===== config.mk =====
export PLATFORM = sky130hd
export DESIGN_NAME = hsu_front
export DESIGN_NICKNAME = d
export VERILOG_FILES = /design/src/rtl/hsu_pkg.sv /design/src/rtl/hsu_front.sv
export SDC_FILE = /design/constraint.sdc
export NUM_CORES = 1
export LEC_CHECK = 0
export BUFFER_PORTS_ARGS = -buffer_cell sky130_fd_sc_hd__buf_4
export CAP_MARGIN = 20
export CELL_PAD_IN_SITES_DETAIL_PLACEMENT = 1
export CELL_PAD_IN_SITES_GLOBAL_PLACEMENT = 1
export CORE_UTILIZATION = 40
export DETAILED_ROUTE_END_ITERATION = 12
export GPL_ROUTABILITY_DRIVEN = 1
export PLACE_DENSITY_LB_ADDON = 0.12
export SYNTH_ARGS = -nofsm -noshare
export SYNTH_HDL_FRONTEND = slang
export SYNTH_SLANG_ARGS = --single-unit

===== constraint.sdc =====
create_clock -name i_clk -period 4.5 [get_ports i_clk]
set_clock_uncertainty 0.05 [all_clocks]
set_input_delay 0.225 -clock i_clk [delete_from_list [all_inputs] [get_ports i_clk]]
set_output_delay 0.225 -clock i_clk [all_outputs]
set_load 0.03 [all_outputs]

===== src/rtl/hsu_pkg.sv =====
`timescale 1ns / 1ps
// ============================================================================
// hsu_pkg
// Shared constants and operation and status codes for the hash set unit.
// ============================================================================
package hsu_pkg;

    localparam int MAX_BUCKETS_DEF = 64;
    localparam int WAYS_DEF        = 8;
    localparam int KEY_WIDTH_DEF   = 32;

    localparam int CFG_W  = 7;
    localparam logic [CFG_W-1:0] CFG_RESET = 7'd64;

    localparam int IN_KEY_W   = 32;
    localparam int FUNC_W     = 2;
    localparam int STATUS_W   = 2;
    localparam int OUT_DATA_W = 8;

    localparam int QUEUE_DEPTH = 2;

    localparam logic [FUNC_W-1:0] FUNC_INSERT = 2'd0;
    localparam logic [FUNC_W-1:0] FUNC_REMOVE = 2'd1;
    localparam logic [FUNC_W-1:0] FUNC_LOOKUP = 2'd2;

    localparam logic [STATUS_W-1:0] ST_DONE = 2'd0;
    localparam logic [STATUS_W-1:0] ST_MISS = 2'd1;
    localparam logic [STATUS_W-1:0] ST_FULL = 2'd2;

endpackage


===== src/rtl/hsu_front.sv =====
`timescale 1ns / 1ps
// ============================================================================
// hsu_front
// Accepts requests, holds the bucket count register and reduces each key modulo
// it (0 read as 1, capped at MAX_BUCKETS), two quotient bits per cycle.
// ============================================================================
module hsu_front #(
    parameter int MAX_BUCKETS = hsu_pkg::MAX_BUCKETS_DEF,
    parameter int KEY_WIDTH   = hsu_pkg::KEY_WIDTH_DEF,
    parameter int BW          = (MAX_BUCKETS > 1) ? $clog2(MAX_BUCKETS) : 1,
    parameter int REQ_W       = BW + KEY_WIDTH + hsu_pkg::FUNC_W
) (
    input  logic                        i_clk,
    input  logic                        i_rst_n,
    input  logic                        i_cfg_wr_en,
    input  logic [hsu_pkg::CFG_W-1:0]   i_cfg_wr_data,
    input  logic                        i_clear_done,
    input  logic                        i_valid,
    output logic                        o_ready,
    input  logic [hsu_pkg::IN_KEY_W-1:0] i_key,
    input  logic [hsu_pkg::FUNC_W-1:0]  i_func,
    output logic                        o_push,
    input  logic                        i_push_ready,
    output logic [REQ_W-1:0]            o_req     // func, key, bucket from bit 0 up
);

    localparam int CW    = hsu_pkg::CFG_W;
    localparam int KP    = ((KEY_WIDTH + 1) / 2) * 2;
    localparam int STEPS = KP / 2;
    localparam int SCW   = $clog2(STEPS + 1);

    typedef enum logic [2:0] {
        F_IDLE = 3'b001,
        F_DIV  = 3'b010,
        F_PUSH = 3'b100
    } t_fstate;

    t_fstate                     r_state, n_state;
    logic [CW-1:0]               r_bucket_count;
    logic [CW-1:0]               r_div, n_div;
    logic [CW-1:0]               r_rem, n_rem;
    logic [KP-1:0]               r_kshift, n_kshift;
    logic [KEY_WIDTH-1:0]        r_key, n_key;
    logic [hsu_pkg::FUNC_W-1:0]  r_func, n_func;
    logic [SCW-1:0]              r_step, n_step;

    logic [63:0]                 key_ext;
    logic [KEY_WIDTH-1:0]        key_m;
    logic [CW-1:0]               eff_div;
    logic [CW:0]                 t1, t2;
    logic [CW-1:0]               rem1, rem2;
    logic [31:0]                 rem_ext;
    logic                        accept;

    assign key_ext = 64'(i_key);
    assign key_m   = key_ext[KEY_WIDTH-1:0];

    always_comb begin
        if (r_bucket_count == '0) begin
            eff_div = CW'(1);
        end else if ({{(32-CW){1'b0}}, r_bucket_count} > 32'(MAX_BUCKETS)) begin
            eff_div = CW'(MAX_BUCKETS);
        end else begin
            eff_div = r_bucket_count;
        end
    end

    always_comb begin
        t1 = {r_rem, r_kshift[KP-1]};
        if (t1 >= {1'b0, r_div}) begin
            t1 = t1 - {1'b0, r_div};
        end
        rem1 = t1[CW-1:0];
        t2 = {rem1, r_kshift[KP-2]};
        if (t2 >= {1'b0, r_div}) begin
            t2 = t2 - {1'b0, r_div};
        end
        rem2 = t2[CW-1:0];
    end

    assign o_ready = (r_state == F_IDLE) && i_clear_done;
    assign accept  = o_ready && i_valid;
    assign o_push  = (r_state == F_PUSH);
    assign rem_ext = 32'(r_rem);
    assign o_req   = {rem_ext[BW-1:0], r_key, r_func};

    always_comb begin
        n_state  = r_state;
        n_div    = r_div;
        n_rem    = r_rem;
        n_kshift = r_kshift;
        n_key    = r_key;
        n_func   = r_func;
        n_step   = r_step;
        unique case (r_state)
            F_IDLE: begin
                if (accept) begin
                    n_div    = eff_div;
                    n_rem    = '0;
                    n_kshift = KP'(key_m);
                    n_key    = key_m;
                    n_func   = i_func;
                    n_step   = SCW'(STEPS);
                    n_state  = F_DIV;
                end
            end
            F_DIV: begin
                n_rem    = rem2;
                n_kshift = r_kshift << 2;
                n_step   = r_step - SCW'(1);
                if (r_step == SCW'(1)) begin
                    n_state = F_PUSH;
                end
            end
            F_PUSH: begin
                if (i_push_ready) begin
                    n_state = F_IDLE;
                end
            end
            default: n_state = F_IDLE;
        endcase
    end

    always_ff @(posedge i_clk) begin
        if (!i_rst_n) begin
            r_state        <= F_IDLE;
            r_bucket_count <= hsu_pkg::CFG_RESET;
            r_step         <= '0;
        end else begin
            r_state <= n_state;
            r_step  <= n_step;
            if (i_cfg_wr_en) begin
                r_bucket_count <= i_cfg_wr_data;
            end
        end
    end

    always_ff @(posedge i_clk) begin
        r_div    <= n_div;
        r_rem    <= n_rem;
        r_kshift <= n_kshift;
        r_key    <= n_key;
        r_func   <= n_func;
    end

endmodule


==> metrics.txt <==
outcome complete, no violations; Via Count approximately 3300; CTS tree built; Worst Hold Class input port to register; gr ovfl total 0; Seq/Total Area, Yosys 61.0%; Final Wtd Congestion 0.769; ranking of synthesized cells by area edfxtp_1 54%, nand2_1 8.2%, dfxtp_1 6.8%, ha_1 4.5%, nor2b_1 2.5%; Horiz. Die Dim 107 um; Layout Nets 574; layout cells sized above 1 23.2%; WHS 0.0364 ns; crit share post-route 93.5%; Worst EP required between 4 and 5 ns; largest net degree at the start of global routing 44; largest area contributor in the netlist edfxtp_1; pwr dens 394 nW/um^2; Mapped Avg Cell Area about 11 um^2; DP HPWL 7220 um; Fmax achieved ~240 MHz; CTS Buf Count 9; Main synth FF type edfxtp_1; DIE AREA roughly 12000 um^2; worst path cell trace inv_1 > ha_1 > inv_1 > fa_1 > a211oi_2 > o21ai_1 > a41oi_4 > mux2_2 > ha_1 > a211o_1 > nand2_1 > a21oi_1 > a211o_2 > nor3_1 > nor3_1; r2r endpoint r_rem[2]; drt wl/cell 16.2 um; Clock transition at path regs 0.09 ns; Initial Util 40.9%; Seq cells post-synth 95; WP buf/inv 2; Sum Neg Setup Slack 0 ns; Crit. Startpoint r_kshift[31]; vias in the first global route 3515; CTS Root Cell clkbuf_8; maximum vdd drop around 0.16 mV; Max-Cap Viols 0; antenna fix cells 0; Core Area between 10000 and 15000 um^2; DP Worst Slack 0.307 ns; Crit-path slowest cell fa_1; delay-heaviest family, CP compound AO/OA/AOI/OAI gates; die outline height 107 um; Routed Antenna Nets 0; Setup crit start kind register; Mapped Area around 4400 um^2; WP data arrival 4.23 ns; Unique masters post-synth just under 50; CP endpoint kind register; Hold Vio Cnt, Final 0; Critical Path Fanout Max 7; Final setup viols 0; Pre-antenna DRT Iters 4; Tightest Pin Transition 0.867 ns; RSZ-0062 raised after global routing no; Max-slew headroom 42.2%; EDFF count, synth 80; CTS Buffer Depth 2; worst skew pair latency approximately 0.36 ns; post-synthesis async set-or-reset flop share 0%; htree depth 3; DRC viols 0; Sink Count 95; cell count along the critical path 15; critical path class register to register; r2r setup slk 0.29 ns; max-slew violations 0; area growth from synthesis to layout 29.4%; cell leakage power 2.35 nW; most frequent cell after synthesis nand2_1; final core utilization 52.9%; min Tclk post-route ~4.2 ns; top post-synthesis cells by count 97 x nand2_1, 80 x edfxtp_1, 19 x inv_1, 18 x nor2b_1, 16 x ha_1; crit path to r_rem[2]; Synth top area share between 50% and 60%; WL final between 10000 and 15000 um; antenna violations before repair 0; Tot GR Track Use 19.1%; post-synthesis net count 455; max incr delay on CP 0.42 ns; PortBufs around 90; cell count after synthesis 390; R2R cell count 15; via/cell ratio around 5; Yosys Warn Count 0; first-pass GRT wire length 16900 um; PnR worst setup slack 0.294 ns; initial drt markers 99; num rows 38; reg2reg start r_kshift[31]; # IOs 89
[sequential cells by signal, indices dropped and copies added, names as in the netlist]
name / cells
r_rem: 7
r_kshift: 32
r_step: 5
r_func: 2
r_state: 3
r_key: 32
r_div: 7
r_bucket_count: 7
[layer usage]
layer	vias to the layer above	GRT usage, %	wire (um)
met4	0	5.58	121
met3	11	3.93	393
li1	1607	-	-
met5	-	0	0
met2	64	33.5	5340
met1	1634	23.8	4740
[per-stage QoR]
step | area [um^2] | instances | total power, mW
4_1_cts | 5730 | 654 | 2.28
3_3_place_gp | 5200 | 604 | 1.68
5_1_grt | 5740 | 654 | 2.38
3_5_place_dp | 5200 | 604 | 1.70
6_report | 5740 | 654 | 2.26
2_1_floorplan | 4430 | 390 | 1.51
[power breakdown]
part	internal [mW]	leakage, nW	switching (mW)
registers	1.05	0.869	0.0328
clock network	0.259	0.0929	0.300
logic	0.249	1.39	0.370
total	1.56	2.35	0.702
[kinds of logic (layout without fill, tap and decap cells)]
kind of cell / Yosys count / after routing / synth area share, %
fa+ha+maj: 18 / 18 / 5.42
simple gates: 170 / 170 / 17.4
buf+inv: 37 / 161 / 3.81
mux: 13 / 13 / 3.05
compound gates: 54 / 54 / 8.78
flops: 95 / 95 / 61.0
xor+xnor: 3 / 3 / 0.593
[worst min-delay path: stages]
cell and delay (ns):
buf_4 0.08, mux2i_1 0.05, nand2_1 0.06
[worst min path at each step]
stage                     startpoint                end  slack (ns)  cells after the start
floorplan                  i_func[0]          r_func[0]        0.27                      0
global placement           i_func[1]          r_func[1]        0.35                      1
detailed placement         i_func[0]          r_func[0]        0.35                      1
CTS                 i_cfg_wr_data[6]  r_bucket_count[6]        0.02                      3
global route        i_cfg_wr_data[6]  r_bucket_count[6]        0.03                      3
finish              i_cfg_wr_data[6]  r_bucket_count[6]        0.04                      3
[cell usage in the layout, fill, tap and decap left out, types with 3 or more instances in the layout]
cell and instances:
nand2_1 97, buf_4 92, edfxtp_1 80, dlygate4sd3_1 34
nor2b_1 18, inv_1 17, ha_1 16, dfxtp_1 15
nor2_1 12, a21oi_1 12, o21ai_0 11, nor3_1 10
nand3_1 9, clkbuf_8 9, mux2i_1 8, nand2b_1 5
mux2_2 4, and2_1 4, clkinv_1 3, nand4_1 3
a211o_1 3, o21a_1 3, o211ai_1 3
[cell type report]
| cell class | instances | area (um^2) |
|---|---|---|
| clock buffer | 11 | 131 |
| clock inverter | 5 | 57.6 |
| fill | 1197 | 5100 |
| inverter | 19 | 71.3 |
| multi-input combinational | 258 | 1570 |
| sequential | 95 | 2700 |
| tap | 140 | 175 |
| timing repair buffer | 126 | 1030 |
[timing repair]
action | in CTS | in global routing
resized for setup | 0 | 1
endpoints found under the hold margin | 34 | 0
buffers inserted | 0 | 0
hold buffers | 34 | 0
endpoints found under the setup margin | 0 | 1
No activity file was read; power rests on OpenSTA's default activity.
