$ cat src/rtl/hsu_pkg.sv
`timescale 1ns / 1ps
// ============================================================================
// hsu_pkg
// Shared constants and operation and status codes for the hash set unit.
// ============================================================================
package hsu_pkg;

    localparam int MAX_BUCKETS_DEF = 64;
    localparam int WAYS_DEF        = 8;
    localparam int KEY_WIDTH_DEF   = 32;

    localparam int CFG_W  = 7;
    localparam logic [CFG_W-1:0] CFG_RESET = 7'd64;

    localparam int IN_KEY_W   = 32;
    localparam int FUNC_W     = 2;
    localparam int STATUS_W   = 2;
    localparam int OUT_DATA_W = 8;

    localparam int QUEUE_DEPTH = 2;

    localparam logic [FUNC_W-1:0] FUNC_INSERT = 2'd0;
    localparam logic [FUNC_W-1:0] FUNC_REMOVE = 2'd1;
    localparam logic [FUNC_W-1:0] FUNC_LOOKUP = 2'd2;

    localparam logic [STATUS_W-1:0] ST_DONE = 2'd0;
    localparam logic [STATUS_W-1:0] ST_MISS = 2'd1;
    localparam logic [STATUS_W-1:0] ST_FULL = 2'd2;

endpackage

$ cat src/rtl/hsu_queue.sv
`timescale 1ns / 1ps
// ============================================================================
// hsu_queue
// Short request queue between the front and back parts.
// ============================================================================
module hsu_queue #(
    parameter int DATA_W = 8
) (
    input  logic              i_clk,
    input  logic              i_rst_n,
    input  logic              i_push,
    output logic              o_push_ready,
    input  logic [DATA_W-1:0] i_data,
    output logic              o_valid,
    input  logic              i_pop,
    output logic [DATA_W-1:0] o_data
);

    localparam int DEPTH = hsu_pkg::QUEUE_DEPTH;
    localparam int PW    = (DEPTH > 1) ? $clog2(DEPTH) : 1;
    localparam int CNTW  = $clog2(DEPTH + 1);

    logic [DATA_W-1:0] r_mem [DEPTH];
    logic [PW-1:0]     r_wr_ptr, r_rd_ptr;
    logic [CNTW-1:0]   r_count;
    logic              do_push, do_pop;

    assign o_push_ready = (r_count != CNTW'(DEPTH));
    assign o_valid      = (r_count != '0);
    assign o_data       = r_mem[r_rd_ptr];
    assign do_push      = i_push && o_push_ready;
    assign do_pop       = i_pop && o_valid;

    always_ff @(posedge i_clk) begin
        if (!i_rst_n) begin
            r_wr_ptr <= '0;
            r_rd_ptr <= '0;
            r_count  <= '0;
        end else begin
            if (do_push) begin
                r_wr_ptr <= (r_wr_ptr == PW'(DEPTH - 1)) ? '0 : r_wr_ptr + PW'(1);
            end
            if (do_pop) begin
                r_rd_ptr <= (r_rd_ptr == PW'(DEPTH - 1)) ? '0 : r_rd_ptr + PW'(1);
            end
            if (do_push && !do_pop) begin
                r_count <= r_count + CNTW'(1);
            end else if (do_pop && !do_push) begin
                r_count <= r_count - CNTW'(1);
            end
        end
    end

    always_ff @(posedge i_clk) begin
        if (do_push) begin
            r_mem[r_wr_ptr] <= i_data;
        end
    end

endmodule

$ cat config.mk
export PLATFORM = sky130hd
export DESIGN_NAME = hsu_queue
export DESIGN_NICKNAME = d
export VERILOG_FILES = /design/src/rtl/hsu_pkg.sv /design/src/rtl/hsu_queue.sv
export SDC_FILE = /design/constraint.sdc
export NUM_CORES = 1
export LEC_CHECK = 0
export BUFFER_PORTS_ARGS = -buffer_cell sky130_fd_sc_hd__buf_2
export CAP_MARGIN = 40
export CELL_PAD_IN_SITES_DETAIL_PLACEMENT = 0
export CELL_PAD_IN_SITES_GLOBAL_PLACEMENT = 1
export CORE_MARGIN = 2
export CORE_UTILIZATION = 40
export CTS_BUF_LIST = sky130_fd_sc_hd__clkbuf_16
export DETAILED_ROUTE_END_ITERATION = 8
export HOLD_SLACK_MARGIN = 0.05
export PLACE_DENSITY = 0.75
export SLEW_MARGIN = 20
export SYNTH_ARGS = -nofsm -noshare
export SYNTH_HDL_FRONTEND = slang
export SYNTH_SLANG_ARGS = --single-unit
$ cat constraint.sdc
create_clock -name i_clk -period 1.8 [get_ports i_clk]
set_input_delay 0 -clock i_clk [delete_from_list [all_inputs] [get_ports i_clk]]
set_output_delay 0 -clock i_clk [all_outputs]
set_load 0.05 [all_outputs]
==> results of run 1 <==
==> path summary, 6_finish.rpt <==
kind                                  from    endpoint  slack [ps]  depth (start not counted)
worst min-delay path                i_push    r_wr_ptr          70                          3
worst max register to register  r_count[0]  r_count[1]         230                          5
worst max-delay path            r_count[0]  r_count[1]         230                          5
worst min register to register    r_rd_ptr    register         500                          2
==> sequential cells by signal (all words and copies together) (netlist names), named ones only <==
signal	cells
r_mem	16
r_rd_ptr	1
r_wr_ptr	1
r_count	2
==> cells in the mapped netlist, types with 2 or more instances <==
| cell type | number | area (um2) |
|---|---|---|
| edfxtp_1 | 16 | 480 |
| mux2_2 | 8 | 90.1 |
| dfxtp_1 | 5 | 100 |
| nor2_1 | 3 | 11.3 |
| xor2_1 | 3 | 26.3 |
| a21oi_1 | 2 | 10.0 |
| inv_1 | 2 | 7.51 |
| o21ai_0 | 2 | 10.0 |
==> where the power goes <==
| group | switching (mW) | internal, mW |
|---|---|---|
| clock network | 0.155 | 0.297 |
| registers | 0.0657 | 0.616 |
| logic | 0.421 | 0.216 |
| total | 0.642 | 1.13 |
==> worst max-delay path: stages (launching register included) <==
cell      delay [ps]
dfxtp_1          350
nand2b_4         170
and2_1           150
ha_1             310
or3_1            380
a21oi_1          130
==> cells by family (layout without fill, tap and decap cells) <==
kind of cell / after synthesis / after routing / synth area share
flip-flops: 21 / 21 / 0.717
adder cells (fa/ha/maj): 1 / 1 / 0.0155
AO/OA/AOI/OAI: 5 / 5 / 0.0371
multiplexers: 8 / 8 / 0.111
AND/OR/NAND/NOR: 9 / 9 / 0.0711
XOR/XNOR: 3 / 3 / 0.0325
buffers and inverters: 3 / 36 / 0.0155
==> through the flow <==
step	area [um2]	setup slack (ps)	instances
6_report	1110	234	110
2_1_floorplan	810	202	50
3_3_place_gp	943	290	97
3_5_place_dp	943	236	97
5_1_grt	1110	150	110
4_1_cts	1110	221	110
==> timing repair <==
action,CTS,global route
hold buffers,9,0
buffers inserted,0,0
hold endpoints to repair,20,0
==> layer usage <==
metal,track usage,vias to the layer above,part of all wire
met5,0,-,0
met4,0.0857,0,0.010
met3,0.0276,2,0.054
met2,0.192,15,0.49
met1,0.130,223,0.44
li1,-,247,-
==> final cells by class <==
cell class / instances / area [um2]
Clock inverter: 1 / 5.00
Tap cell: 27 / 33.8
Multi-Input combinational cell: 26 / 216
Clock buffer: 3 / 75.1
Fill cell: 175 / 828
Timing Repair Buffer: 30 / 195
Inverter: 2 / 7.51
Sequential cell: 21 / 581
==> impl_metrics.toml, run 1 <==
[sta]
hold_violations = 0
fin_setup_tns_ps = 0
finalSetupViolations = 0
period_minus_slack_ps = 1570
finalCritPeriodShare = 0.870
max_clock_freq_ghz = 0.638
worstMarginPinSlew_ps = 374
whs_ps = 66.7
rsz0062_at_grt = "false"
skew_ps = 3.12
slew_viol_final = 0
maxSlewHeadroom = 0.751

[cts]
cts_buffer_depth = 2
cts_root_buf = "clkbuf_16"
clkTransAtPathRegs_ps = 50
ctsResizeCount = 0
clk_latency_ps = 250
cts_tree = "built"
cts_buffers = 3
h-tree-depth = 1
cts.sinks = 21

[job]
maxCapViolCount = 0

[floorplanning]
num_io_pins = 22
rows = 16
die_y_um = 49.0
coreArea_um2 = 1940
die_w_um = 49.0
start_util = 0.417
die-area_um2 = 2400

[global_route]
grt_pass1_vias = 461
gr-total-overflow = 0
grt_usage = 0.116
antenna_found_initial = 0
grt_pass1_wl_um = 1990
grt_max_degree = 13

[final_layout]
diodes = 0
final_util = 0.573
areaGrowthSynthToFinish_pct = 37.6
final_cell_mix = "buf_2, edfxtp_1, dlygate4sd3_1, mux2_2, dfxtp_1"
nets = 97
final_common_cell = "buf_2"
layout-drive-gt1-share = 0.434

[worst_setup_path]
startpoint_type = "register"
worstPathMaxFanout = 5
worstSetupPathType = "register to register"
critPathCaptureType = "register"
crit_arrival_ps = 1750
crit_required_ps = 1980

[routing]
wl_um = 1200
antenna_left = 0
wire_per_inst_um = 10.9
drc = 0
drt-vias-per-instance = 4.43
drtIter0Drc = 5
vias = 487
dr.pass1.iters = 4

[pwr]
p_total_mw = 1.77
ir_drop_mv = 0.855
power.leakage_nw = 0.451
power_density_nw_per_um2 = 1590

[min_path]
min_path_type = "input pin to register"

[logic_synthesis]
ys_seq_area_frac = 0.717
synth_area_per_cell_um2 = 16.2
synth_nets = 63
yosysWarnings = 0
ys_types = 17
synth_area_um2 = 810
synthArstFlopShare = 0
synth_edf_count = 16
ys.flop_type = "edfxtp_1"
yosys_register_bits = 21
synthCells = 50

[status]
status = "finished, final reports clean"

[placement]
io_buffers = 21
dp_hpwl_um = 795
place_congestion = 0.634
Note: power is estimated with default switching activity, not from simulation.
==> run 2: changes to the inputs <==
- MAX_ROUTING_LAYER: unset -> met4
- PLACE_DENSITY: 0.75 -> unset
- PLACE_DENSITY_LB_ADDON: unset -> 0.12
==> run 2 against run 1 <==
  * Critical path depth unchanged
  * Combinational power increased by 0.9%
  * Power increased by 0.47%
  * Register-to-register slack about the same
  * Cell area unchanged
  * Highest routed layer unchanged
==> impl_metrics.toml, run 2 (same netlist as run 1, synthesis figures left out) <==
[floorplanning]
die_y_um = 49.0
rows = 16
num_io_pins = 22
die-area_um2 = 2400
start_util = 0.417
die_w_um = 49.0
coreArea_um2 = 1940

[worst_setup_path]
worstPathMaxFanout = 5
startpoint_type = "register"
critical_path.cell_chain = "nand2b_4, and2_1, ha_1, or3_1, a21oi_1"
slowest_stage = "or3_1"
critPathMaxStageDelay_ps = 380
crit_arrival_ps = 1740
worstSetupPathType = "register to register"
critPathCaptureType = "register"
crit_required_ps = 1980

[placement]
io_buffers = 21
dp_hpwl_um = 812
place_congestion = 0.682
post-place-ws_ps = 247

[global_route]
grt_pass1_vias = 472
grt_max_degree = 13
antenna_found_initial = 0
gr-total-overflow = 0
grt_pass1_wl_um = 2100
grt_usage = 0.127

[sta]
hold_violations = 0
worstMarginPinSlew_ps = 377
skew_ps = 1.22
setup_slack_ps = 240
whs_ps = 69.9
finalCritPeriodShare = 0.867
max_clock_freq_ghz = 0.641
finalSetupViolations = 0
period_minus_slack_ps = 1560
rsz0062_at_grt = "false"
maxSlewHeadroom = 0.749
slew_viol_final = 0
fin_setup_tns_ps = 0

[cts]
ctsResizeCount = 0
cts.sinks = 21
h-tree-depth = 1
cts_tree = "built"
clk_latency_ps = 250
cts_buffers = 3
cts_buffer_depth = 2
cts_root_buf = "clkbuf_16"
clkTransAtPathRegs_ps = 50

[final_layout]
seq_area_um2 = 581
largest_reg_flops = 16
fillCellCount = 168
reg.largest.list = "r_mem (16), r_count (2)"
final_util = 0.573
final_cell_mix = "buf_2, edfxtp_1, dlygate4sd3_1, mux2_2, dfxtp_1"
multiInputGateArea_um2 = 216
regMostFlops = "r_mem"
diodes = 0
final_common_cell = "buf_2"
layout-drive-gt1-share = 0.434
nets = 97
areaGrowthSynthToFinish_pct = 37.6

[pwr]
ir_drop_mv = 1.01
power_density_nw_per_um2 = 1600
power.leakage_nw = 0.451

[routing]
vias = 495
drc = 0
drtIter0Drc = 5
wl_um = 1280
antenna_left = 0
drt-vias-per-instance = 4.50
wire_per_inst_um = 11.6
dr.pass1.iters = 4

[job]
maxCapViolCount = 0

[status]
status = "finished, final reports clean"

[min_path]
min_path_type = "input pin to register"
==> run 2: cell counts in the layout (fill, tap and decap cells not counted) <==
No cell type changed its count.
==> run 2: final timing paths <==
path	end	cells past startpoint	slack, ps	from
hold / removal	r_wr_ptr	3	70	i_push
hold reg to reg	r_rd_ptr	2	520	r_rd_ptr
setup / recovery	r_count[1]	5	240	r_count[0]
setup reg to reg	r_count[1]	5	240	r_count[0]
==> run 2: cell type report <==
class / count / area share
sequential: 21 / 0.521
multi-input combinational: 26 / 0.194
timing repair buffer: 30 / 0.175
clock buffer: 3 / 0.0674
tap: 27 / 0.0303
inverter: 2 / 0.00674
clock inverter: 1 / 0.00449
==> run 2: per-stage QoR <==
step | area (um2) | power [mW] | instances
final | 1110 | 1.78 | 110
after global routing | 1110 | 1.88 | 110
after CTS | 1110 | 1.80 | 110
after detailed placement | 943 | 1.32 | 97
after global placement | 943 | 1.32 | 97
after floorplan | 810 | 1.20 | 50
==> run 2: worst max-delay path, delay by kind of cell, from the launching register on <==
kind	cells	cell delay, ps
compound gates	1	140
fa+ha+maj	1	310
flops	1	350
simple gates	3	700
==> run 2: power breakdown <==
part,internal (mW),switching [mW]
sequential,0.616,0.0626
combinational,0.217,0.427
clock,0.298,0.160
==> run 2: routing by layer <==
metal / track usage / routed length (um) / vias up
met2: 0.203 / 674 / 13
li1: - / - / 248
met4: 0.0714 / 5 / 0
met1: 0.146 / 556 / 232
met3: 0.0307 / 44 / 2
met5: - / 0 / -
==> run 2: what timing repair did <==
| item | CTS | global route |
|---|---|---|
| endpoints found under the hold margin | 20 | 0 |
| hold buffers | 9 | 0 |
| setup buffers | 0 | 0 |
